[config.mk]
export PLATFORM = sky130hd
export DESIGN_NAME = hourglass_window_max_sum
export DESIGN_NICKNAME = d
export VERILOG_FILES = /design/src/design/hwms_pkg.sv /design/src/design/hwms_ram.sv /design/src/design/hwms_window.sv /design/src/design/hwms_max_track.sv /design/src/design/hourglass_window_max_sum.sv
export VERILOG_INCLUDE_DIRS = /design/src /design/src/design
export SDC_FILE = /design/constraint.sdc
export NUM_CORES = 1
export LEC_CHECK = 0
export BUFFER_PORTS_ARGS = -buffer_cell sky130_fd_sc_hd__buf_4
export CAP_MARGIN = 10
export CORE_MARGIN = 8
export CORE_UTILIZATION = 50
export DETAILED_ROUTE_END_ITERATION = 8
export GPL_ROUTABILITY_DRIVEN = 0
export HOLD_SLACK_MARGIN = 0.02
export PLACE_DENSITY_LB_ADDON = 0.08
export SLEW_MARGIN = 15
export SYNTH_ARGS = -nofsm -noshare
export SYNTH_HDL_FRONTEND = slang
export SYNTH_HIERARCHICAL = 1
export SYNTH_SLANG_ARGS = --single-unit
[constraint.sdc]
create_clock -name clk -period 3.5 [get_ports clk]
set_input_delay 0 -clock clk [delete_from_list [all_inputs] [get_ports clk]]
set_output_delay 0 -clock clk [all_outputs]
set_load 0.01 [all_outputs]
[src/design/hourglass_window_max_sum_assert.svh]
// ---------------------------------------------------------------------------
// hourglass_window_max_sum_assert.svh
// Assertion macros for the hourglass window max-sum block. Each macro
// samples on clk and is disabled while rst_n is low.
// ---------------------------------------------------------------------------
`ifndef HOURGLASS_WINDOW_MAX_SUM_ASSERT_SVH
`define HOURGLASS_WINDOW_MAX_SUM_ASSERT_SVH

// same-cycle implication
`define HWMS_ASSERT_NOW(lbl, ante, cons, msg) \
  lbl: assert property (@(posedge clk) disable iff (!rst_n) (ante) |-> (cons)) \
    else $error(msg);

// next-cycle implication
`define HWMS_ASSERT_NEXT(lbl, ante, cons, msg) \
  lbl: assert property (@(posedge clk) disable iff (!rst_n) (ante) |=> (cons)) \
    else $error(msg);

`endif

[src/design/hwms_pkg.sv]
// ---------------------------------------------------------------------------
// hwms_pkg
// Shared sizes, types and helpers for the hourglass window max-sum block.
// ---------------------------------------------------------------------------
package hwms_pkg;

  // grid geometry and cell width
  localparam int GRID_SIDE = 6;
  localparam int CELL_BITS = 8;
  localparam int COL_BITS  = $clog2(GRID_SIDE);

  // seven signed cells need three extra bits at full precision
  localparam int SUM_BITS  = CELL_BITS + 3;
  localparam int OUT_BITS  = 11;

  // stream word widths, padded to whole bytes
  localparam int IN_TDATA_BITS  = ((CELL_BITS + 7) / 8) * 8;
  localparam int OUT_TDATA_BITS = ((OUT_BITS + 7) / 8) * 8;

  // line buffer entry: {row r-2, row r-1}
  localparam int LINE_BITS = 2 * CELL_BITS;

  typedef logic signed [CELL_BITS-1:0] cell_t;
  typedef logic signed [SUM_BITS-1:0]  sum_t;
  typedef logic signed [OUT_BITS-1:0]  result_t;
  typedef logic [COL_BITS-1:0]         idx_t;

  // per-stage control that rides along with each word
  typedef struct packed {
    logic valid;  // stage holds a word
    logic win;    // word completes a 3x3 window
    logic last;   // word is the last cell of the grid
  } stage_ctl_t;

  // wrap a full-precision sum to the result width
  function automatic result_t wrap_result(sum_t s);
    wrap_result = OUT_BITS'(s);
  endfunction

endpackage

[src/design/hwms_ram.sv]
// ---------------------------------------------------------------------------
// hwms_ram
// Generic single-clock RAM: one write port, one read port, registered read.
// A read and write of the same address in one cycle returns the old data.
// ---------------------------------------------------------------------------
module hwms_ram #(
  parameter int  WIDTH = 8,
  parameter int  DEPTH = 16,
  localparam int AW    = (DEPTH > 1) ? $clog2(DEPTH) : 1
) (
  input  logic                   clk,
  input  logic                   wr_en,
  input  logic [AW-1:0]          wr_addr,
  input  logic [WIDTH-1:0]       wr_data,
  input  logic                   rd_en,
  input  logic [AW-1:0]          rd_addr,
  output logic [WIDTH-1:0]       rd_data
);

  logic [WIDTH-1:0] mem_r [DEPTH];
  logic [WIDTH-1:0] rd_data_r;

  // write port
  always_ff @(posedge clk) begin
    if (wr_en) begin
      mem_r[wr_addr] <= wr_data;
    end
  end

  // registered read, holds when not enabled
  always_ff @(posedge clk) begin
    if (rd_en) begin
      rd_data_r <= mem_r[rd_addr];
    end
  end

  assign rd_data = rd_data_r;

endmodule

[src/design/hwms_window.sv]
// ---------------------------------------------------------------------------
// hwms_window
// 3x3 window shift register fed one column per word from the line buffer,
// followed by the registered seven-term hourglass adder.
// ---------------------------------------------------------------------------
module hwms_window
  import hwms_pkg::*;
(
  input  logic       clk,
  input  logic       rst_n,
  input  logic       adv_i,       // whole pipeline steps this cycle
  input  stage_ctl_t col_ctl_i,   // control of the word carrying the column
  input  cell_t      older_i,     // row r-2 at this column
  input  cell_t      newer_i,     // row r-1 at this column
  input  cell_t      cell_i,      // current row
  output stage_ctl_t sum_ctl_o,   // control of the word carrying sum_o
  output sum_t       sum_o
);

  cell_t      win_r [3][3];       // [row][col], row 0 is the oldest
  stage_ctl_t win_ctl_r;
  stage_ctl_t sum_ctl_r;
  sum_t       sum_r;
  sum_t       sum_nxt;

  // window shift: drop the left column, bring in the new one at the right
  always_ff @(posedge clk) begin
    if (adv_i && col_ctl_i.valid) begin
      for (int r = 0; r < 3; r++) begin
        win_r[r][0] <= win_r[r][1];
        win_r[r][1] <= win_r[r][2];
      end
      win_r[0][2] <= older_i;
      win_r[1][2] <= newer_i;
      win_r[2][2] <= cell_i;
    end
  end

  // hourglass: top row, center, bottom row
  always_comb begin
    sum_nxt = SUM_BITS'(win_r[0][0]) + SUM_BITS'(win_r[0][1]) + SUM_BITS'(win_r[0][2])
            + SUM_BITS'(win_r[1][1])
            + SUM_BITS'(win_r[2][0]) + SUM_BITS'(win_r[2][1]) + SUM_BITS'(win_r[2][2]);
  end

  // stage control and sum register
  always_ff @(posedge clk) begin
    if (!rst_n) begin
      win_ctl_r <= '0;
      sum_ctl_r <= '0;
    end else if (adv_i) begin
      win_ctl_r <= col_ctl_i;
      sum_ctl_r <= win_ctl_r;
    end
  end

  always_ff @(posedge clk) begin
    if (adv_i) begin
      sum_r <= sum_nxt;
    end
  end

  assign sum_ctl_o = sum_ctl_r;
  assign sum_o     = sum_r;

endmodule

[src/design/hwms_max_track.sv]
// ---------------------------------------------------------------------------
// hwms_max_track
// Running maximum of the hourglass sums of one grid, and the result
// register that presents the maximum on the master side.
// ---------------------------------------------------------------------------
module hwms_max_track
  import hwms_pkg::*;
(
  input  logic       clk,
  input  logic       rst_n,
  input  logic       adv_i,
  input  stage_ctl_t sum_ctl_i,
  input  sum_t       sum_i,
  input  logic       out_ready_i,
  output logic       out_valid_o,
  output result_t    out_data_o,
  output logic       hold_o       // grid result blocked by an untaken word
);

  sum_t    best_r;
  sum_t    best_nxt;
  logic    seen_r;
  logic    out_valid_r;
  logic    out_valid_nxt;
  result_t out_data_r;
  logic    take;
  logic    finish;

  // a new result needs the output register free or emptying now
  assign hold_o = sum_ctl_i.valid && sum_ctl_i.last && out_valid_r && !out_ready_i;

  assign take   = adv_i && sum_ctl_i.valid && sum_ctl_i.win;
  assign finish = take && sum_ctl_i.last;

  // compare against the running best; first window of a grid always wins
  always_comb begin
    best_nxt = best_r;
    if (!seen_r || (sum_i > best_r)) begin
      best_nxt = sum_i;
    end
  end

  always_comb begin
    out_valid_nxt = out_valid_r && !out_ready_i;
    if (finish) begin
      out_valid_nxt = 1'b1;
    end
  end

  // running best, cleared at grid end
  always_ff @(posedge clk) begin
    if (!rst_n) begin
      best_r      <= '0;
      seen_r      <= 1'b0;
      out_valid_r <= 1'b0;
    end else begin
      out_valid_r <= out_valid_nxt;
      if (finish) begin
        best_r <= '0;
        seen_r <= 1'b0;
      end else if (take) begin
        best_r <= best_nxt;
        seen_r <= 1'b1;
      end
    end
  end

  // result payload
  always_ff @(posedge clk) begin
    if (finish) begin
      out_data_r <= wrap_result(best_nxt);
    end
  end

  assign out_valid_o = out_valid_r;
  assign out_data_o  = out_data_r;

endmodule

[src/design/hourglass_window_max_sum.sv]
// ---------------------------------------------------------------------------
// hourglass_window_max_sum
// Streams a square grid of signed cells in row-major order and returns
// the largest hourglass sum of each grid.
// ---------------------------------------------------------------------------
// One cell is taken per clock. The two rows above the current one sit in a
// single line-buffer RAM (one entry per column, both rows side by side), read
// when a cell is taken and written back from stage 1, so the one read and
// one write port of that RAM set the rate of one cell per cycle. A column
// entry is read again only a full row later, well after its write-back. The
// maximum of a grid reaches the master side through the stage 1, window, sum
// and result registers; intake stalls only while that result meets an
// earlier result word not yet taken. There are no configuration registers,
// and the block restarts on a new grid right after the last cell.
// ---------------------------------------------------------------------------
`include "hourglass_window_max_sum_assert.svh"

module hourglass_window_max_sum
  import hwms_pkg::*;
(
  input  logic                      clk,
  input  logic                      rst_n,
  // slave side
  input  logic                      in_tvalid,
  output logic                      in_tready,
  input  logic [IN_TDATA_BITS-1:0]  in_tdata,   // [7:0] cell_value
  // master side
  output logic                      out_tvalid,
  input  logic                      out_tready,
  output logic [OUT_TDATA_BITS-1:0] out_tdata   // [10:0] max_hourglass_sum
);

  idx_t       col_r;
  idx_t       col_nxt;
  idx_t       row_r;
  idx_t       row_nxt;
  logic       col_last;
  logic       row_last;
  logic       in_accept;
  logic       adv;
  logic       hold;
  stage_ctl_t in_ctl;
  stage_ctl_t s1_ctl_r;
  cell_t      s1_cell_r;
  idx_t       s1_col_r;
  logic       lb_wr_en;
  logic [LINE_BITS-1:0] lb_rd_data;
  cell_t      lb_older;
  cell_t      lb_newer;
  stage_ctl_t sum_ctl;
  sum_t       sum;
  result_t    out_data;

  // pipeline steps unless a grid result is blocked at the output
  assign adv       = !hold;
  assign in_tready = adv;
  assign in_accept = in_tvalid && in_tready;

  // raster position of the incoming word
  assign col_last = (col_r == COL_BITS'(GRID_SIDE - 1));
  assign row_last = (row_r == COL_BITS'(GRID_SIDE - 1));

  assign in_ctl.valid = in_accept;
  assign in_ctl.win   = (row_r >= COL_BITS'(2)) && (col_r >= COL_BITS'(2));
  assign in_ctl.last  = col_last && row_last;

  always_comb begin
    col_nxt = col_r;
    row_nxt = row_r;
    if (in_accept) begin
      if (col_last) begin
        col_nxt = '0;
        row_nxt = row_last ? '0 : row_r + 1'b1;
      end else begin
        col_nxt = col_r + 1'b1;
      end
    end
  end

  always_ff @(posedge clk) begin
    if (!rst_n) begin
      col_r    <= '0;
      row_r    <= '0;
      s1_ctl_r <= '0;
    end else begin
      col_r <= col_nxt;
      row_r <= row_nxt;
      if (adv) begin
        s1_ctl_r <= in_ctl;
      end
    end
  end

  // stage 1 payload: waits beside the line-buffer read
  always_ff @(posedge clk) begin
    if (in_accept) begin
      s1_cell_r <= in_tdata[CELL_BITS-1:0];
      s1_col_r  <= col_r;
    end
  end

  // line buffer: read at intake, write back {row r-1, current} in stage 1
  assign lb_wr_en = adv && s1_ctl_r.valid;

  hwms_ram #(
    .WIDTH (LINE_BITS),
    .DEPTH (GRID_SIDE)
  ) u_line_buf (
    .clk     (clk),
    .wr_en   (lb_wr_en),
    .wr_addr (s1_col_r),
    .wr_data ({lb_newer, s1_cell_r}),
    .rd_en   (in_accept),
    .rd_addr (col_r),
    .rd_data (lb_rd_data)
  );

  assign lb_older = lb_rd_data[LINE_BITS-1:CELL_BITS];
  assign lb_newer = lb_rd_data[CELL_BITS-1:0];

  // window and hourglass adder
  hwms_window u_window (
    .clk       (clk),
    .rst_n     (rst_n),
    .adv_i     (adv),
    .col_ctl_i (s1_ctl_r),
    .older_i   (lb_older),
    .newer_i   (lb_newer),
    .cell_i    (s1_cell_r),
    .sum_ctl_o (sum_ctl),
    .sum_o     (sum)
  );

  // running maximum and result register
  hwms_max_track u_max (
    .clk         (clk),
    .rst_n       (rst_n),
    .adv_i       (adv),
    .sum_ctl_i   (sum_ctl),
    .sum_i       (sum),
    .out_ready_i (out_tready),
    .out_valid_o (out_tvalid),
    .out_data_o  (out_data),
    .hold_o      (hold)
  );

  assign out_tdata = OUT_TDATA_BITS'($unsigned(out_data));

  // checks
  `HWMS_ASSERT_NOW(a_col_range, 1'b1, col_r <= COL_BITS'(GRID_SIDE - 1), "column out of range")
  `HWMS_ASSERT_NOW(a_last_is_window, s1_ctl_r.valid && s1_ctl_r.last, s1_ctl_r.win,
    "last cell does not complete a window")
  `HWMS_ASSERT_NOW(a_lb_no_collision, lb_wr_en && in_accept, s1_col_r != col_r,
    "line buffer read and write hit the same column")
  `HWMS_ASSERT_NEXT(a_grid_wrap, in_accept && in_ctl.last, (col_r == '0) && (row_r == '0),
    "raster position did not wrap at grid end")

endmodule

# Word level (Yosys, flattened, before mapping)
# Memory sizes are Yosys's and may differ from the RTL's. A register that Yosys moved wholly into a read port is not among the register bits.
# Index checks and enable logic that the tools add are counted.
# word_totals
reg_bits	61
ramBits	168
word_cells	57
n_memories	2
out_inout_bits	18
# mem_list
name	depth	word_bits	rd	rd_clocked_by_memory_dff	write_ports	line	text
u_line_buf.mem_r	6	16	1	1	1	hwms_ram.sv:20	logic [WIDTH-1:0] mem_r [DEPTH];
u_window.win_r	3	24	3	0	3	hwms_window.sv:20	cell_t win_r [3][3];
# classes
n_eq_ne	2
bitwise_logic	1
magnitude_cmp	3
n_mux	6
n_addsub	8
n_reduce_logical	17
# ops
op	count
$add 11x8->11	4
$gt 11x11->1	1
$logic_and 1x1->1	11
$mux 11	1
$add 9x8->10	1
$add 8x8->9	1
$add 3x1->3 const B	2
$eq 3x3->1 const B	2
$ge 3x2->1 const B	2
$mux 3	2
$logic_not 1->1	3
$mux 1	3
$reduce_and 2->1	1
$reduce_or 2->1	1
$logic_or 1x1->1	1
$not 1->1	1

# Longest topological paths before layout
# Gate-level depths: netlist of run 1.
# depth
word_depth	8
depth_mapped	13
mapped_depth_nobuf	13

# Modules after synthesis
# Netlist of run 1, hierarchy kept.
# modules_own_cells
mod	instances	area_per_inst_um2	seq_area_each_um2	cells_per_inst
hwms_ram	1	4247.8	3363.2	215
hwms_window	1	4022.6	2372.3	262
hwms_max_track	1	1661.6	590.6	170
hourglass_window_max_sum	1	779.5	510.5	61

# Worst setup path before layout of run 1
# OpenSTA, ideal clock, no wires.
# synth_path
path_kind	reg2reg
start	memory u_window/win_r[0][38] in the netlist's numbering
end	register u_window.sum_r[9] (netlist: u_window/sum_o[9]), data pin
t_arrival_ps	3591
setup_time_ps	260
path_stages_with_launch	14
t_required_ps	3240
period_less_slack_ps	3851
path_slack_ps	-351
n_path_buf	0
cell_sequence	edfxtp_1 -> inv_1 -> fa_1 -> inv_1 -> fa_1 -> inv_1 -> fa_1 -> fa_1 -> inv_1 -> ha_1 -> a21o_1 -> a21o_2 -> a221oi_2 -> xnor2_1
# synth_rtl
item	line	text
from (decl)	hwms_window.sv:20	
to (signal assigned)	hwms_window.sv:59	sum_r <= sum_nxt;
to (decl)	hwms_window.sv:23	sum_t sum_r;

==> impl_metrics.toml, run 1 <==
[power_and_ir_drop]
leakage_uw = 0.00472
power_uw = 7980
switching_share = 0.257
p_seq_frac = 0.435
p_comb_frac = 0.210
p_int_uw = 5930
peakVddDrop_mv = 0.427
power_density_nw_per_um2 = 641
switching_power_uw = 2050
pwr-share-clk = 0.355

[worst_setup_path]
required_ns = 3.78
startpoint = "u_window/win_r[0][2]$_DFFE_PP_"
critPathMostFrequentCell = "fa_1"
path_buf_inv = 2
cpPeakStageDelay_ns = 0.53
cp_top_family = "adder cells"
cp_max_fo = 3
path_depth = 11
endpoint = "u_window/sum_o[8]$_DFFE_PP_"
start_kind = "flip-flop"
worst_setup_path_end_kind = "flip-flop"
worstSetupPathType = "flip-flop to flip-flop"
regToRegStartpoint = "u_window/win_r[0][2]$_DFFE_PP_"
crit_arrival_ns = 4.09
cp_slowest_cell = "fa_1"
rrSetupSlack_ns = -0.32
reg2reg_depth = 11
crit_chain = "inv_1 -> fa_1 -> inv_1 -> fa_1 -> fa_1 -> fa_1 -> ha_1 -> a21o_1 -> a221o_2 -> a31oi_2 -> xnor2_1"
r2r-end = "u_window/sum_o[8]$_DFFE_PP_"

[yosys]
syn_area_per_cell_sq_um = 15.1
synth_edf_count = 209
synth-seq-cells = 237
syn_area_sq_um = 10700
yosysWarningCount = 6
synth-xor-area-share = 0.0106
synth_compound_area_frac = 0.0646
synth_simple_gate_area_frac = 0.0640
synth.area.mux_share = 0.0641
synth_top_family_by_area = "adder cells"
synthArstFlopShare = 0
synth_ff_type = "edfxtp_1"
synthAdderAreaFrac = 0.105
syn_inst = 708
synth.yosys.seq_area_share = 0.638
synth.distinct_cells = 60

[clocking]
clockBufferDepth = 3
root_buffer = "clkbuf_16"
clk_latency_ns = 0.54
cts_inserted_buffers = 26
clk_transition_reported_paths_ns = 0.06
cts.sinks = 237
htree_levels = 1
cts_tree = "built"

[timing]
setup-violations-final = 6
final_hold_viol_count = 0
fin_crit_ns = 3.82
period_share = 1.09
worstMarginPinSlew_ns = 0.949
relSlewSlack = 0.367
drv_slew = 0
rsz0062_at_grt = "true"
timing.fmax_mhz = 262
worst_slack_ns = -0.316
fin_worst_skew_ns = 0.0143

[detailed_routing]
dr.pass1.iters = 4
wl_per_cell_um = 17.3
drtAntennaViolNets = 0
route.detailed.drc = 0
avgViaCountPerCell = 5.33
via_count = 5727
routed_wl_um = 18600
drtIter0Drc = 293

[floorplan]
num_rows = 53
die_area_sq_um = 26400
start_util = 0.510
core_sq_um = 21000
die_h_um = 162
die_w_um = 162
io_pins = 30

[flow_run]
cap_violations = 0

[cells_and_area]
final_util = 0.593
most-common-layout-cells = "209 x edfxtp_1, 87 x inv_1, 54 x mux2i_1, 54 x buf_4, 41 x fa_1"
multiInputGateArea_sq_um = 3430
antenna_cells = 0
fin_area_sq_um = 12500
fillers = 1625
drive_gt1_frac = 0.181
nets = 856
final_common_cell = "edfxtp_1"
synthToLayoutAreaGrowth_pct = 16.3
regArea_sq_um = 6840

[min_path]
hold_path_class = "input pin to flip-flop"

[global_route]
grt_max_degree = 44
grtUsageTotal = 0.142
grt_overflow = 0
grt_pass1_vias = 5894
grt_pass1_wl_um = 30000
antenna_found_initial = 0

[placed_design]
dpl_cell_area_sq_um = 11400
pre_cts_slack_ns = -0.363
dp_hpwl_um = 11800
numPortBuffers = 24

[status]
violations = "setup timing"
status = "finished with violations"
[sequential cells by signal, summed over array words and instances, names as in the netlist]
register and cells:
u_line_buf/mem_r 96, u_window/win_r 64, u_line_buf/rd_data 16, u_max/best_r 11, u_max/out_data_o 11, u_window/sum_o 11
s1_cell_r 8, col_r 3, row_r 3, s1_col_r 3, s1_ctl_r 3, u_window/sum_ctl_o 3
u_window/win_ctl_r 3, u_max/out_valid_o 1, u_max/seen_r 1
[how the worst min path moves through the flow]
stage                      startpoint                     end  slack (ns)  cells after the start
final                     in_tdata[5]  s1_cell_r[5]$_DFFE_PP_        0.18                      2
after global routing      in_tdata[6]  s1_cell_r[6]$_DFFE_PP_        0.16                      2
after CTS                 in_tdata[4]  s1_cell_r[4]$_DFFE_PP_        0.16                      2
after detailed placement  in_tdata[1]  s1_cell_r[1]$_DFFE_PP_        0.18                      1
after global placement    in_tdata[6]  s1_cell_r[6]$_DFFE_PP_        0.18                      1
after floorplan           in_tdata[0]  s1_cell_r[0]$_DFFE_PP_         0.1                      0
[power groups by stage]
stage / logic [uW] / clock network [uW] / registers (uW)
final: 1680 / 2840 / 3470
after global placement: 1560 / 0 / 3520
after CTS: 1660 / 2920 / 3480
after detailed placement: 1610 / 0 / 3540
after global routing: 1880 / 3020 / 3500
after floorplan: 1230 / 0 / 3460
[metal layers]
layer / up-vias / GRT usage / wire (um)
met4: 0 / 0.0471 / 424
met3: 33 / 0.0270 / 780
li1: 2723 / - / -
met2: 101 / 0.257 / 9740
met1: 2870 / 0.167 / 7680
met5: - / 0 / 0
[cell type report]
type / count / area share
clock buffers: 32 / 0.0540
repair buffers: 71 / 0.0473
flip-flops and latches: 237 / 0.549
well taps: 275 / 0.0276
multi-input cells: 351 / 0.275
inverters: 92 / 0.0278
clock inverters: 16 / 0.0190
[logic make-up (layout without fill, tap and decap cells)]
group,after synthesis,in the layout
DFF,237,237
buffers and inverters,124,211
and+or+nand+nor,112,112
AOI/OAI and AO/OA,92,92
adders and majority gates,65,65
muxes,64,64
xor gates and xnor gates,13,13
other,1,5
[through the flow]
step	hold slack (ns)	std cells	setup TNS, ns
2_1_floorplan	0.0989	712	-0.804
3_3_place_gp	0.179	1010	-1.32
3_5_place_dp	0.179	1010	-1.81
4_1_cts	0.156	1072	-1.67
5_1_grt	0.160	1074	-2.59
6_report	0.182	1074	-1.55
[what timing repair did]
item | in CTS | in global routing
pin swaps | 6 | 4
endpoints found under the hold margin | 35 | 0
gates resized for setup | 6 | 4
buffers inserted | 1 | 2
setup endpoints to repair | 6 | 8
hold buffers | 13 | 0
[cells in the mapped netlist, types with 2 or more instances]
cell	count	area, sq um
a211oi_2	2	25.0
a21boi_0	5	37.5
a21o_1	2	15.0
a21oi_1	20	100
a21oi_2	4	35.0
a22o_1	16	140
a31oi_1	13	81.3
and2_1	5	31.3
and3_1	3	18.8
and4b_1	11	110
buf_12	2	40.0
buf_2	4	20.0
buf_4	10	75.1
buf_6	3	33.8
clkbuf_1	13	48.8
dfxtp_1	28	561
edfxtp_1	209	6280
fa_1	42	841
ha_1	23	288
inv_1	91	342
mux2_4	9	135
mux2i_1	54	541
nand2_1	9	33.8
nand2b_1	5	31.3
nand3_1	29	145
nand3b_1	3	22.5
nand4_1	4	25.0
nor2_1	10	37.5
nor2b_1	8	50.1
nor3_1	2	10.0
nor3b_1	2	15.0
nor4b_1	2	17.5
o2111ai_1	11	96.3
o21a_1	3	22.5
o21ai_0	4	20.0
o21ai_2	2	17.5
or3_1	11	68.8
xnor2_1	12	105
No activity file was read; power rests on OpenSTA's default activity.
==> run 2: changes to the inputs <==
SETUP_SLACK_MARGIN = 0.2   (was not set)
==> run 2 against run 1 <==
  * The run still ends with setup timing left
  * Routed wire length barely moved
  * Combinational power hardly changed
  * Critical path depth did not move
  * Die area unchanged
  * Power is 4.5% lower
  * Utilization down 0.66 points
  * Via count fell by 0.45%
  * Final cell count down 0.56%
  * Count of clock-buffer cells in the layout down 4
  * Clock skew is 0.0082 ns lower
  * Hold slack better by 0.0085 ns
  * Sequential cell count is the same
  * Largest power group unchanged
==> impl_metrics.toml, run 2 (synthesized netlist as in run 1, its figures left out) <==
[floorplan]
start_util = 0.510
die_area_sq_um = 26400
die_h_um = 162
num_rows = 53
core_sq_um = 21000
io_pins = 30
die_w_um = 162

[timing]
fin_crit_ns = 3.78
setup-violations-final = 6
rsz0062_at_grt = "true"
final_hold_viol_count = 0
period_share = 1.08
worstMarginPinSlew_ns = 0.916
timing.fmax_mhz = 264
relSlewSlack = 0.389
drv_slew = 0
fin_worst_skew_ns = 0.00610
worst_slack_ns = -0.283

[worst_setup_path]
crit_arrival_ns = 4.06
cp_top_family = "adder cells"
path_buf_inv = 2
r2r-end = "u_window/sum_o[8]$_DFFE_PP_"
start_kind = "flip-flop"
cp_slowest_cell = "fa_1"
reg2reg_depth = 11
critPathMostFrequentCell = "fa_1"
worst_setup_path_end_kind = "flip-flop"
crit_chain = "fa_1 -> inv_1 -> fa_1 -> fa_1 -> inv_1 -> fa_1 -> ha_4 -> and3_4 -> a221o_2 -> a31oi_2 -> xnor2_1"
startpoint = "u_window/win_r[0][5]$_DFFE_PP_"
cp_max_fo = 5
cpPeakStageDelay_ns = 0.56
regToRegStartpoint = "u_window/win_r[0][5]$_DFFE_PP_"
rrSetupSlack_ns = -0.28
required_ns = 3.78
worstSetupPathType = "flip-flop to flip-flop"

[detailed_routing]
route.detailed.drc = 0
avgViaCountPerCell = 5.34
drtAntennaViolNets = 0
via_count = 5701
wl_per_cell_um = 17.4
dr.pass1.iters = 4
routed_wl_um = 18600
drtIter0Drc = 356

[cells_and_area]
largest_reg_flops = 96
nets = 852
regMostFlops = "u_line_buf/mem_r"
synthToLayoutAreaGrowth_pct = 15.0
drive_gt1_frac = 0.187
most-common-layout-cells = "209 x edfxtp_1, 83 x inv_1, 54 x mux2i_1"
stdcell_count = 1068
final_common_cell = "edfxtp_1"
antenna_cells = 0

[status]
violations = "setup timing"
status = "finished with violations"

[power_and_ir_drop]
peakVddDrop_mv = 0.446
power_density_nw_per_um2 = 619
leakage_uw = 0.00466

[flow_run]
cap_violations = 0

[global_route]
antenna_found_initial = 0
grt_max_degree = 57
grt_pass1_vias = 5909
grt_pass1_wl_um = 30000
grt_overflow = 0
grtUsageTotal = 0.142

[placed_design]
pre_cts_slack_ns = -0.339
dpl.cell_count = 1008
numPortBuffers = 24
dp_hpwl_um = 11600

[clocking]
cts_tree = "built"
cts_inserted_buffers = 25
clk_latency_ns = 0.53
clk_transition_reported_paths_ns = 0.06
clockBufferDepth = 3
cts.sinks = 237
htree_levels = 1
root_buffer = "clkbuf_16"

[min_path]
min_to = "s1_cell_r[0]$_DFFE_PP_"
min-delay-start = "in_tdata[0]"
whs_path_depth = 2
hold_path_class = "input pin to flip-flop"
==> run 2: cell types whose count changed in the layout (fill, tap and decap cells not counted), moves of 2 or more <==
cell | previous run | this run
inv_1 | 87 | 83
inv_2 | 4 | 8
bufinv_16 | 5 | 1
clkinv_2 | 3 | 8
buf_4 | 54 | 51
clkbuf_1 | 6 | 3
clkinv_1 | 4 | 6
==> run 2: how the worst max path moves through the flow <==
| stage | to | slack [ns] | cells past startpoint |
|---|---|---|---|
| after detailed placement | u_window/sum_o[10]$_DFFE_PP_ | -0.34 | 13 |
| after global routing | u_window/sum_o[10]$_DFFE_PP_ | -0.45 | 11 |
| after floorplan | u_window/sum_o[8]$_DFFE_PP_ | -0.18 | 13 |
| after CTS | u_window/sum_o[8]$_DFFE_PP_ | -0.31 | 9 |
| final | u_window/sum_o[8]$_DFFE_PP_ | -0.28 | 11 |
| after global placement | u_window/sum_o[8]$_DFFE_PP_ | -0.26 | 11 |
==> run 2: timing repair <==
action                                  4_1_cts  5_1_grt
endpoints found under the setup margin        9        9
hold buffers                                 13        0
hold endpoints to repair                     35        0
gates resized for setup                      10        8
pin swaps                                    11        3
setup buffers                                 1        1
==> run 2: stage by stage <==
step / cell area (sq um) / power [uW] / TNS, ns / util / hold slack, ns
floorplan: 10800 / 4680 / -0.804 / - / 0.0989
global placement: 11400 / 5080 / -1.29 / 0.541 / 0.178
detailed placement: 11400 / 5150 / -1.58 / 0.541 / 0.179
CTS: 12300 / 7670 / -1.58 / 0.584 / 0.161
global route: 12300 / 8030 / -2.54 / 0.586 / 0.170
finish: 12300 / 7620 / -1.41 / 0.586 / 0.190
==> run 2: final cells by class <==
cell class              instances  area, sq um
repair buffers                 68          576
well taps                     275          344
inverters                      92          347
fillers                      1630         8700
flip-flops and latches        237         6840
clock buffers                  28          637
clock inverters                17          121
multi-input cells             351         3460
==> run 2: where the power goes <==
group	leakage [uW]	total [uW]	internal [uW]	switching [uW]
clock network	0.000380	2440	1390	1060
logic	0.00210	1700	874	830
registers	0.00217	3480	3320	157
total	0.00466	7620	5580	2050
==> run 2: metal layers <==
metal,GRT usage,wire length [um],vias to the layer above
met5,0,0,-
met4,0.0598,652,0
met3,0.0248,625,39
met2,0.252,9470,93
met1,0.166,7870,2849
li1,-,-,2720
